--- config.mk ---
export PLATFORM = sky130hd
export DESIGN_NAME = ir_pulse_distance_transmitter_top
export DESIGN_NICKNAME = d
export VERILOG_FILES = /design/src/sv/ipdt_pkg.sv /design/src/sv/ipdt_cfg.sv /design/src/sv/ipdt_engine.sv /design/src/sv/ir_pulse_distance_transmitter_top.sv
export VERILOG_INCLUDE_DIRS = /design/src /design/src/sv
export SDC_FILE = /design/constraint.sdc
export NUM_CORES = 1
export LEC_CHECK = 0
export BUFFER_PORTS_ARGS = -buffer_cell sky130_fd_sc_hd__buf_2
export CAP_MARGIN = 15
export CELL_PAD_IN_SITES_DETAIL_PLACEMENT = 0
export CELL_PAD_IN_SITES_GLOBAL_PLACEMENT = 1
export CORE_UTILIZATION = 35
export DETAILED_ROUTE_END_ITERATION = 10
export GPL_TIMING_DRIVEN = 0
export PLACE_DENSITY = 0.7
export SLEW_MARGIN = 20
export SYNTH_ARGS = -nofsm -noshare
export SYNTH_HDL_FRONTEND = slang
export SYNTH_HIERARCHICAL = 1
export SYNTH_SLANG_ARGS = --single-unit
--- constraint.sdc ---
create_clock -name clk -period 7.24 [get_ports clk]
set_input_delay 1.086 -clock clk [delete_from_list [all_inputs] [get_ports clk]]
set_output_delay 1.086 -clock clk [all_outputs]
set_load 0.01 [all_outputs]
--- src/sv/ir_pulse_distance_transmitter_top_macros.svh ---
// Assertion macros shared by the pulse-distance transmitter RTL.
`ifndef IR_PULSE_DISTANCE_TRANSMITTER_TOP_MACROS_SVH
`define IR_PULSE_DISTANCE_TRANSMITTER_TOP_MACROS_SVH

`ifndef SYNTHESIS
// Same-cycle implication, disabled while in reset.
`define IPDT_ASSERT_NOW(label, clk, rst_n, ante, cons) \
  label: assert property (@(posedge clk) disable iff (!rst_n) (ante) |-> (cons)) \
    else $error("ipdt same-cycle check failed");
// Next-cycle implication, disabled while in reset.
`define IPDT_ASSERT_NEXT(label, clk, rst_n, ante, cons) \
  label: assert property (@(posedge clk) disable iff (!rst_n) (ante) |=> (cons)) \
    else $error("ipdt next-cycle check failed");
`else
`define IPDT_ASSERT_NOW(label, clk, rst_n, ante, cons)
`define IPDT_ASSERT_NEXT(label, clk, rst_n, ante, cons)
`endif

`endif

--- src/sv/ipdt_pkg.sv ---
// Types and constants of the pulse-distance transmitter.
`timescale 1ns / 1ps
`default_nettype none
package ipdt_pkg;

  // Register indexes (byte address / 4)
  localparam logic [2:0] REG_CARRIER_HIGH = 3'd0;
  localparam logic [2:0] REG_CARRIER_LOW  = 3'd1;
  localparam logic [2:0] REG_CARR_PER_UNIT = 3'd2;
  localparam logic [2:0] REG_SPACE_UNIT   = 3'd3;
  localparam logic [2:0] REG_LEAD_MARK    = 3'd4;
  localparam logic [2:0] REG_LEAD_SPACE   = 3'd5;
  localparam logic [2:0] REG_ONE_SPACE    = 3'd6;
  localparam logic [2:0] REG_ZERO_SPACE   = 3'd7;

  // Register reset values
  localparam logic [7:0]  RST_CARRIER_HIGH  = 8'd52;
  localparam logic [9:0]  RST_CARRIER_LOW   = 10'd157;
  localparam logic [7:0]  RST_CARR_PER_UNIT = 8'd22;
  localparam logic [15:0] RST_SPACE_UNIT    = 16'd4496;
  localparam logic [5:0]  RST_LEAD_MARK     = 6'd16;
  localparam logic [5:0]  RST_LEAD_SPACE    = 6'd8;
  localparam logic [3:0]  RST_ONE_SPACE     = 4'd3;
  localparam logic [3:0]  RST_ZERO_SPACE    = 4'd1;

  // Input command codes
  localparam logic CMD_TICK = 1'b0;
  localparam logic CMD_LOAD = 1'b1;

  typedef enum logic [2:0] {
    PH_IDLE       = 3'd0,
    PH_LEAD_MARK  = 3'd1,
    PH_LEAD_SPACE = 3'd2,
    PH_BIT_MARK   = 3'd3,
    PH_BIT_SPACE  = 3'd4,
    PH_WAIT       = 3'd5,
    PH_TRAIL      = 3'd6
  } phase_t;

  typedef struct packed {
    logic [7:0]  carrier_high_ticks;
    logic [9:0]  carrier_low_ticks;
    logic [7:0]  carriers_per_unit;
    logic [15:0] space_unit_ticks;
    logic [5:0]  leader_mark_units;
    logic [5:0]  leader_space_units;
    logic [3:0]  one_space_units;
    logic [3:0]  zero_space_units;
  } cfg_t;

  typedef struct packed {
    logic       command;
    logic [7:0] data_byte;
    logic       frame_start;
    logic       frame_end;
  } item_t;

  typedef struct packed {
    logic ir_out;
    logic ready_res;
    logic accepted;
  } res_t;

  typedef struct packed {
    phase_t phase;
    logic   byte_pending;
  } status_t;

endpackage
`default_nettype wire

--- src/sv/ipdt_cfg.sv ---
// APB-style configuration register file of the pulse-distance transmitter.
`timescale 1ns / 1ps
`default_nettype none
module ipdt_cfg (
  input  logic                clk,
  input  logic                rst_n,
  input  logic                psel,
  input  logic                penable,
  input  logic                pwrite,
  input  logic [4:0]          paddr,
  input  logic [31:0]         pwdata,
  output logic [31:0]         prdata,
  output logic                pready,
  output ipdt_pkg::cfg_t      cfg
);
  import ipdt_pkg::*;

  cfg_t        cfg_r;
  logic        wr_en;
  logic [2:0]  reg_idx;

  assign pready  = 1'b1;
  assign wr_en   = psel & penable & pwrite;
  assign reg_idx = paddr[4:2];
  assign cfg     = cfg_r;

  // Write the addressed register
  always_ff @(posedge clk) begin
    if (!rst_n) begin
      cfg_r.carrier_high_ticks <= RST_CARRIER_HIGH;
      cfg_r.carrier_low_ticks  <= RST_CARRIER_LOW;
      cfg_r.carriers_per_unit  <= RST_CARR_PER_UNIT;
      cfg_r.space_unit_ticks   <= RST_SPACE_UNIT;
      cfg_r.leader_mark_units  <= RST_LEAD_MARK;
      cfg_r.leader_space_units <= RST_LEAD_SPACE;
      cfg_r.one_space_units    <= RST_ONE_SPACE;
      cfg_r.zero_space_units   <= RST_ZERO_SPACE;
    end else if (wr_en) begin
      case (reg_idx)
        REG_CARRIER_HIGH:  cfg_r.carrier_high_ticks <= pwdata[7:0];
        REG_CARRIER_LOW:   cfg_r.carrier_low_ticks  <= pwdata[9:0];
        REG_CARR_PER_UNIT: cfg_r.carriers_per_unit  <= pwdata[7:0];
        REG_SPACE_UNIT:    cfg_r.space_unit_ticks   <= pwdata[15:0];
        REG_LEAD_MARK:     cfg_r.leader_mark_units  <= pwdata[5:0];
        REG_LEAD_SPACE:    cfg_r.leader_space_units <= pwdata[5:0];
        REG_ONE_SPACE:     cfg_r.one_space_units    <= pwdata[3:0];
        REG_ZERO_SPACE:    cfg_r.zero_space_units   <= pwdata[3:0];
        default: ;
      endcase
    end
  end

  // Read back the addressed register
  always_comb begin
    case (reg_idx)
      REG_CARRIER_HIGH:  prdata = {24'd0, cfg_r.carrier_high_ticks};
      REG_CARRIER_LOW:   prdata = {22'd0, cfg_r.carrier_low_ticks};
      REG_CARR_PER_UNIT: prdata = {24'd0, cfg_r.carriers_per_unit};
      REG_SPACE_UNIT:    prdata = {16'd0, cfg_r.space_unit_ticks};
      REG_LEAD_MARK:     prdata = {26'd0, cfg_r.leader_mark_units};
      REG_LEAD_SPACE:    prdata = {26'd0, cfg_r.leader_space_units};
      REG_ONE_SPACE:     prdata = {28'd0, cfg_r.one_space_units};
      REG_ZERO_SPACE:    prdata = {28'd0, cfg_r.zero_space_units};
      default:           prdata = 32'd0;
    endcase
  end

endmodule
`default_nettype wire

--- src/sv/ipdt_engine.sv ---
// Frame sequencer: phase, counters and shift byte, advanced once per item.
`timescale 1ns / 1ps
`default_nettype none
module ipdt_engine (
  input  logic                clk,
  input  logic                rst_n,
  input  logic                step,
  input  ipdt_pkg::item_t     item,
  input  ipdt_pkg::cfg_t      cfg,
  output ipdt_pkg::res_t      res,
  output ipdt_pkg::status_t   status
);
  import ipdt_pkg::*;

  phase_t      phase_r, phase_nxt;
  logic [15:0] tick_r, tick_nxt;
  logic [7:0]  carr_r, carr_nxt;
  logic [5:0]  unit_r, unit_nxt;
  logic [7:0]  shift_r, shift_nxt;
  logic [2:0]  bit_idx_r, bit_idx_nxt;
  logic        end_pend_r, end_pend_nxt;
  logic        byte_pend_r, byte_pend_nxt;

  logic        is_mark;
  logic        can_load;
  logic        took;
  logic [15:0] period;
  logic [15:0] tick_inc;
  logic [7:0]  carr_inc;
  logic [5:0]  unit_inc;
  logic [5:0]  units;
  logic        tick_wrap;
  logic        carr_wrap;
  logic        unit_step;
  logic        seg_done;

  assign is_mark  = (phase_r == PH_LEAD_MARK) || (phase_r == PH_BIT_MARK) ||
                    (phase_r == PH_TRAIL);
  assign can_load = (phase_r == PH_IDLE) || (phase_r == PH_WAIT);
  assign took     = (item.command == CMD_LOAD) && can_load;

  // Segment counters: ticks per period or space unit, periods, units
  assign period   = {5'd0, {3'd0, cfg.carrier_high_ticks} + {1'b0, cfg.carrier_low_ticks}};
  assign tick_inc = tick_r + 16'd1;
  assign carr_inc = carr_r + 8'd1;
  assign unit_inc = unit_r + 6'd1;

  always_comb begin
    case (phase_r)
      PH_LEAD_MARK:  units = cfg.leader_mark_units;
      PH_LEAD_SPACE: units = cfg.leader_space_units;
      PH_BIT_SPACE:  units = shift_r[0] ? {2'd0, cfg.one_space_units}
                                        : {2'd0, cfg.zero_space_units};
      default:       units = 6'd1;
    endcase
  end

  assign tick_wrap = is_mark ? !(tick_inc < period) : !(tick_inc < cfg.space_unit_ticks);
  assign carr_wrap = tick_wrap && !(carr_inc < cfg.carriers_per_unit);
  assign unit_step = is_mark ? carr_wrap : tick_wrap;
  assign seg_done  = unit_step && !(unit_inc < units);

  // Next state for one item
  always_comb begin
    phase_nxt     = phase_r;
    tick_nxt      = tick_r;
    carr_nxt      = carr_r;
    unit_nxt      = unit_r;
    shift_nxt     = shift_r;
    bit_idx_nxt   = bit_idx_r;
    end_pend_nxt  = end_pend_r;
    byte_pend_nxt = byte_pend_r;
    if (item.command == CMD_LOAD) begin
      // Take a byte only when idle or between bytes; else drop the load
      if (can_load) begin
        shift_nxt     = item.data_byte;
        bit_idx_nxt   = 3'd0;
        byte_pend_nxt = 1'b1;
        end_pend_nxt  = item.frame_end;
        tick_nxt      = 16'd0;
        carr_nxt      = 8'd0;
        unit_nxt      = 6'd0;
        phase_nxt     = item.frame_start ? PH_LEAD_MARK : PH_BIT_MARK;
      end
    end else begin
      case (phase_r)
        PH_IDLE, PH_WAIT: ;
        PH_LEAD_MARK, PH_LEAD_SPACE, PH_BIT_MARK, PH_BIT_SPACE, PH_TRAIL: begin
          // Advance the segment counters
          tick_nxt = tick_wrap ? 16'd0 : tick_inc;
          if (is_mark && tick_wrap) begin
            carr_nxt = carr_wrap ? 8'd0 : carr_inc;
          end
          if (unit_step) begin
            unit_nxt = seg_done ? 6'd0 : unit_inc;
          end
          if (seg_done) begin
            tick_nxt = 16'd0;
            carr_nxt = 8'd0;
            case (phase_r)
              PH_LEAD_MARK:  phase_nxt = PH_LEAD_SPACE;
              PH_LEAD_SPACE: phase_nxt = PH_BIT_MARK;
              PH_BIT_MARK:   phase_nxt = PH_BIT_SPACE;
              PH_BIT_SPACE: begin
                shift_nxt   = {1'b0, shift_r[7:1]};
                bit_idx_nxt = bit_idx_r + 3'd1;
                if (bit_idx_r == 3'd7) begin
                  byte_pend_nxt = 1'b0;
                  phase_nxt     = end_pend_r ? PH_TRAIL : PH_WAIT;
                end else begin
                  phase_nxt = PH_BIT_MARK;
                end
              end
              default: begin
                phase_nxt    = PH_IDLE;
                end_pend_nxt = 1'b0;
              end
            endcase
          end
        end
        default: begin
          // Recover from an unused phase code
          phase_nxt = PH_IDLE;
          tick_nxt  = 16'd0;
          carr_nxt  = 8'd0;
          unit_nxt  = 6'd0;
        end
      endcase
    end
  end

  // Result: level before the item, readiness after it
  assign res.ir_out    = is_mark && (tick_r < {8'd0, cfg.carrier_high_ticks});
  assign res.ready_res = (phase_nxt == PH_IDLE) || (phase_nxt == PH_WAIT);
  assign res.accepted  = took;

  assign status.phase        = phase_r;
  assign status.byte_pending = byte_pend_r;

  // Hold state until an item is processed
  always_ff @(posedge clk) begin
    if (!rst_n) begin
      phase_r     <= PH_IDLE;
      tick_r      <= 16'd0;
      carr_r      <= 8'd0;
      unit_r      <= 6'd0;
      shift_r     <= 8'd0;
      bit_idx_r   <= 3'd0;
      end_pend_r  <= 1'b0;
      byte_pend_r <= 1'b0;
    end else if (step) begin
      phase_r     <= phase_nxt;
      tick_r      <= tick_nxt;
      carr_r      <= carr_nxt;
      unit_r      <= unit_nxt;
      shift_r     <= shift_nxt;
      bit_idx_r   <= bit_idx_nxt;
      end_pend_r  <= end_pend_nxt;
      byte_pend_r <= byte_pend_nxt;
    end
  end

endmodule
`default_nettype wire

--- src/sv/ir_pulse_distance_transmitter_top.sv ---
// Top level of the pulse-distance infrared transmitter.
// An accepted item is held in the input register; its result is then captured in the result register and offered.
// Throughput: one item per cycle; the input register and the result register
// both advance whenever the result register is empty or being drained.
// Reset (synchronous, rst_n low): registers return to their defaults, the
// sequencer goes idle with all counters cleared, and both stages empty.
`timescale 1ns / 1ps
`default_nettype none
`include "ir_pulse_distance_transmitter_top_macros.svh"
module ir_pulse_distance_transmitter_top (
  input  logic        clk,
  input  logic        rst_n,
  input  logic        in_valid,
  output logic        in_ready,
  input  logic        in_command,
  input  logic [7:0]  in_data_byte,
  input  logic        in_frame_start,
  input  logic        in_frame_end,
  output logic        out_valid,
  input  logic        out_ready,
  output logic        out_ir_out,
  output logic        out_ready_res,
  output logic        out_accepted,
  input  logic        psel,
  input  logic        penable,
  input  logic        pwrite,
  input  logic [4:0]  paddr,
  input  logic [31:0] pwdata,
  output logic [31:0] prdata,
  output logic        pready
);
  import ipdt_pkg::*;

  logic    s1_valid_r;
  item_t   s1_item_r;
  logic    s1_adv;
  logic    out_valid_r;
  res_t    out_res_r;
  cfg_t    cfg;
  res_t    eng_res;
  status_t eng_status;

  ipdt_cfg u_cfg (
    .clk     (clk),
    .rst_n   (rst_n),
    .psel    (psel),
    .penable (penable),
    .pwrite  (pwrite),
    .paddr   (paddr),
    .pwdata  (pwdata),
    .prdata  (prdata),
    .pready  (pready),
    .cfg     (cfg)
  );

  ipdt_engine u_engine (
    .clk    (clk),
    .rst_n  (rst_n),
    .step   (s1_valid_r & s1_adv),
    .item   (s1_item_r),
    .cfg    (cfg),
    .res    (eng_res),
    .status (eng_status)
  );

  // Move the staged item on when the result register has room
  assign s1_adv   = !out_valid_r || out_ready;
  assign in_ready = !s1_valid_r || s1_adv;

  // Input register
  always_ff @(posedge clk) begin
    if (!rst_n) begin
      s1_valid_r <= 1'b0;
    end else if (in_ready) begin
      s1_valid_r <= in_valid;
    end
  end

  always_ff @(posedge clk) begin
    if (in_valid && in_ready) begin
      s1_item_r.command     <= in_command;
      s1_item_r.data_byte   <= in_data_byte;
      s1_item_r.frame_start <= in_frame_start;
      s1_item_r.frame_end   <= in_frame_end;
    end
  end

  // Result register
  always_ff @(posedge clk) begin
    if (!rst_n) begin
      out_valid_r <= 1'b0;
    end else if (s1_adv) begin
      out_valid_r <= s1_valid_r;
    end
  end

  always_ff @(posedge clk) begin
    if (s1_valid_r && s1_adv) begin
      out_res_r <= eng_res;
    end
  end

  assign out_valid     = out_valid_r;
  assign out_ir_out    = out_res_r.ir_out;
  assign out_ready_res = out_res_r.ready_res;
  assign out_accepted  = out_res_r.accepted;

  // A taken load always starts a busy segment with the pin low
  `IPDT_ASSERT_NOW(a_load_busy, clk, rst_n, out_valid && out_accepted, !out_ready_res && !out_ir_out)
  // A staged item that cannot move holds its place
  `IPDT_ASSERT_NEXT(a_stage_hold, clk, rst_n, s1_valid_r && !s1_adv, s1_valid_r && $stable(s1_item_r))
  // A pending byte exists exactly while leader or bit segments run
  `IPDT_ASSERT_NOW(a_pending_phase, clk, rst_n, 1'b1, eng_status.byte_pending == ((eng_status.phase == PH_LEAD_MARK) || (eng_status.phase == PH_LEAD_SPACE) || (eng_status.phase == PH_BIT_MARK) || (eng_status.phase == PH_BIT_SPACE)))
  // An empty input register always takes an item
  `IPDT_ASSERT_NOW(a_empty_ready, clk, rst_n, !s1_valid_r, in_ready)

endmodule
`default_nettype wire
==> impl_metrics.json <==
{
  "worst_pin_slew_ns": 0.843,
  "overflow": 0,
  "grt_pass1_vias": 6258,
  "met2_length_um": 9690,
  "die_y_um": 151,
  "p_leak_nw": 3.84,
  "crit_slowest_cell": "o31ai_2",
  "path_clk_slew_ns": 0.06,
  "p_comb_frac": 0.089,
  "wl_per_cell_um": 16.9,
  "post_cts_resized": 0,
  "drtIter0Drc": 474,
  "hold_class": "reg -> reg",
  "slew_viol_final": 0,
  "crit_path_end_kind": "flop",
  "timing.rr.start": "u_cfg/cfg[45]",
  "utilization": 0.415,
  "start_kind": "flop",
  "cts_setup_buffers": 0,
  "max-vdd-ir-drop_v": 0.000123,
  "hold_violations": 0,
  "cts_max_path_buffers": 2,
  "vias_per_cell": 5.17,
  "clock-sinks": 123,
  "instances_no_fill": 1290,
  "skew_ns": 0.00855,
  "path_max_fanout": 8,
  "pin_count": 93,
  "yosysWarnings": 6,
  "setup_tns_ns": 0,
  "cts_buffers": 17,
  "finalCritPeriodShare": 0.663,
  "holdCritStartpoint": "u_engine/bit_idx_r[2]",
  "dr_total_vias": 6663,
  "post-place-ws_ns": 2.50,
  "drive_gt1_frac": 0.150,
  "initial_utilization": 0.358,
  "seqPwrFrac": 0.420,
  "ant_nets": 0,
  "path_common_cell": "a21oi_1",
  "final_cell_area_um2": 9060,
  "place_area_um2": 8480,
  "rsz0062_at_grt": "no",
  "syn_avg_cell_area_um2": 8.58,
  "drc": 0,
  "highest_layer": "met4",
  "cts-hold-fix-buffers": 0,
  "antenna_cells": 0,
  "slew_headroom": 0.437,
  "fin_nets": 1113,
  "port_buffers": 53,
  "startpoint": "u_cfg/cfg[45]",
  "wl_met3_um": 1210,
  "r2r_slack_ns": 2.44,
  "core-area_um2": 21800,
  "finalWirelength_um": 21800,
  "synthCells": 910,
  "required_ns": 7.56,
  "grt_max_degree": 17,
  "die_x_um": 151,
  "num_rows": 54,
  "wl_met1_um": 10600,
  "p_switching_w": 0.000444,
  "synthToLayoutAreaGrowth_pct": 16.0,
  "critPathMaxStageDelay_ns": 0.68,
  "clkLatencyLatePin_ns": 0.43,
  "place.gp.congestion": 0.859,
  "cp.arrival_ns": 5.12,
  "first_pass_iters": 5,
  "max_clock_freq_mhz": 208,
  "antenna_found_initial": 0,
  "setup_viol": 0,
  "cts_tree": "yes",
  "p_int_w": 0.00125,
  "synth_area_um2": 7810,
  "cap_violations": 0,
  "worstPathCellList": "ha_1 > a21o_1 > a21oi_1 > o21bai_1 > a21oi_1 > o21bai_1 > a21oi_1 > nor2b_1 > o21ai_0 > xor2_1 > ha_1 > a211o_1 > a221oi_1 > o31a_1 > o32a_2 > a21oi_2 > o31ai_2 > nor2_1 > a32o_1",
  "grt_pass1_wl_um": 34200,
  "placed_cells": 1258,
  "die_area_um2": 22900,
  "dp_hpwl_um": 16600,
  "htreeDepth": 4,
  "gr-usage-all-layers": 0.199,
  "clock_power_share": 0.491,
  "root_buffer": "clkbuf_16",
  "fin_crit_ns": 4.80,
  "status": "finished, final reports clean",
  "switching_share": 0.263,
  "critPathKind": "reg -> reg",
  "setup_slack_ns": 2.44,
  "powerDensity_nw_per_um2": 187
}
[path summary, 6_finish.rpt]
check                           to  cells after the start
max             u_engine/carr_r[1]                     19
min          u_engine/bit_idx_r[2]                      1
max reg2reg     u_engine/carr_r[1]                     19
min reg2reg  u_engine/bit_idx_r[2]                      1
[routing by layer]
metal / track usage / vias to the layer above
li1: - / 3364
met1: 0.280 / 3105
met2: 0.304 / 174
met3: 0.0355 / 20
met4: 0.0630 / 0
met5: 0 / -
[state kept, by name, indices dropped and copies added, names as in the netlist]
register             count
out_accepted             1
out_ir_out               1
out_ready_res            1
out_valid                1
s1_item_r               11
s1_valid_r               1
u_cfg/cfg               62
u_engine/bit_idx_r       3
u_engine/carr_r          8
u_engine/end_pend_r      1
u_engine/phase_r         3
u_engine/shift_r         8
u_engine/tick_r         16
u_engine/unit_r          6
[worst max-delay path, delay by kind of cell, from the launching register on]
family | cells | cell delay, ns
AOI/OAI and AO/OA | 14 | 3.23
adders and majority gates | 2 | 0.54
DFF | 1 | 0.47
and+or+nand+nor | 2 | 0.27
xor gates and xnor gates | 1 | 0.17
[cell usage in the layout (no fill, tap or decap), drive strengths merged, types with 8 or more instances in the layout]
cell,instances
inv,53
a21o,13
a221oi,11
buf,87
and3,12
nor2b,24
a22o,12
xor2,11
o211ai,8
clkbuf,55
o21bai,8
nand3,32
a21boi,38
a211oi,13
or3,8
edfxtp,14
nand2b,8
o21ai,29
dfxtp,109
conb,17
nand2,123
ha,60
a22oi,13
a21oi,32
mux2i,29
xnor2,24
nor2,70
[metrics by stage]
stage	hold WS [ns]	power (W)
after floorplan	0.446	0.000821
after global placement	0.453	0.000873
after detailed placement	0.465	0.000873
after CTS	0.479	0.00171
after global routing	0.508	0.00176
final	0.475	0.00169
[power groups by stage]
stage          Clock, W  Sequential, W  Combinational, W
2_1_floorplan         0       0.000723         0.0000983
3_3_place_gp          0       0.000725          0.000148
3_5_place_dp          0       0.000725          0.000149
4_1_cts        0.000849       0.000710          0.000149
5_1_grt        0.000880       0.000711          0.000165
6_report       0.000830       0.000710          0.000150
[layout make-up]
type / count / area (um2)
Tap cell: 280 / 350
Sequential cell: 123 / 2600
Buffer: 71 / 365
Timing Repair Buffer: 53 / 265
Fill cell: 2235 / 12800
Clock buffer: 18 / 439
Clock inverter: 14 / 138
Inverter: 48 / 180
Multi-Input combinational cell: 683 / 4720
Note: power is estimated with default switching activity, not from simulation.
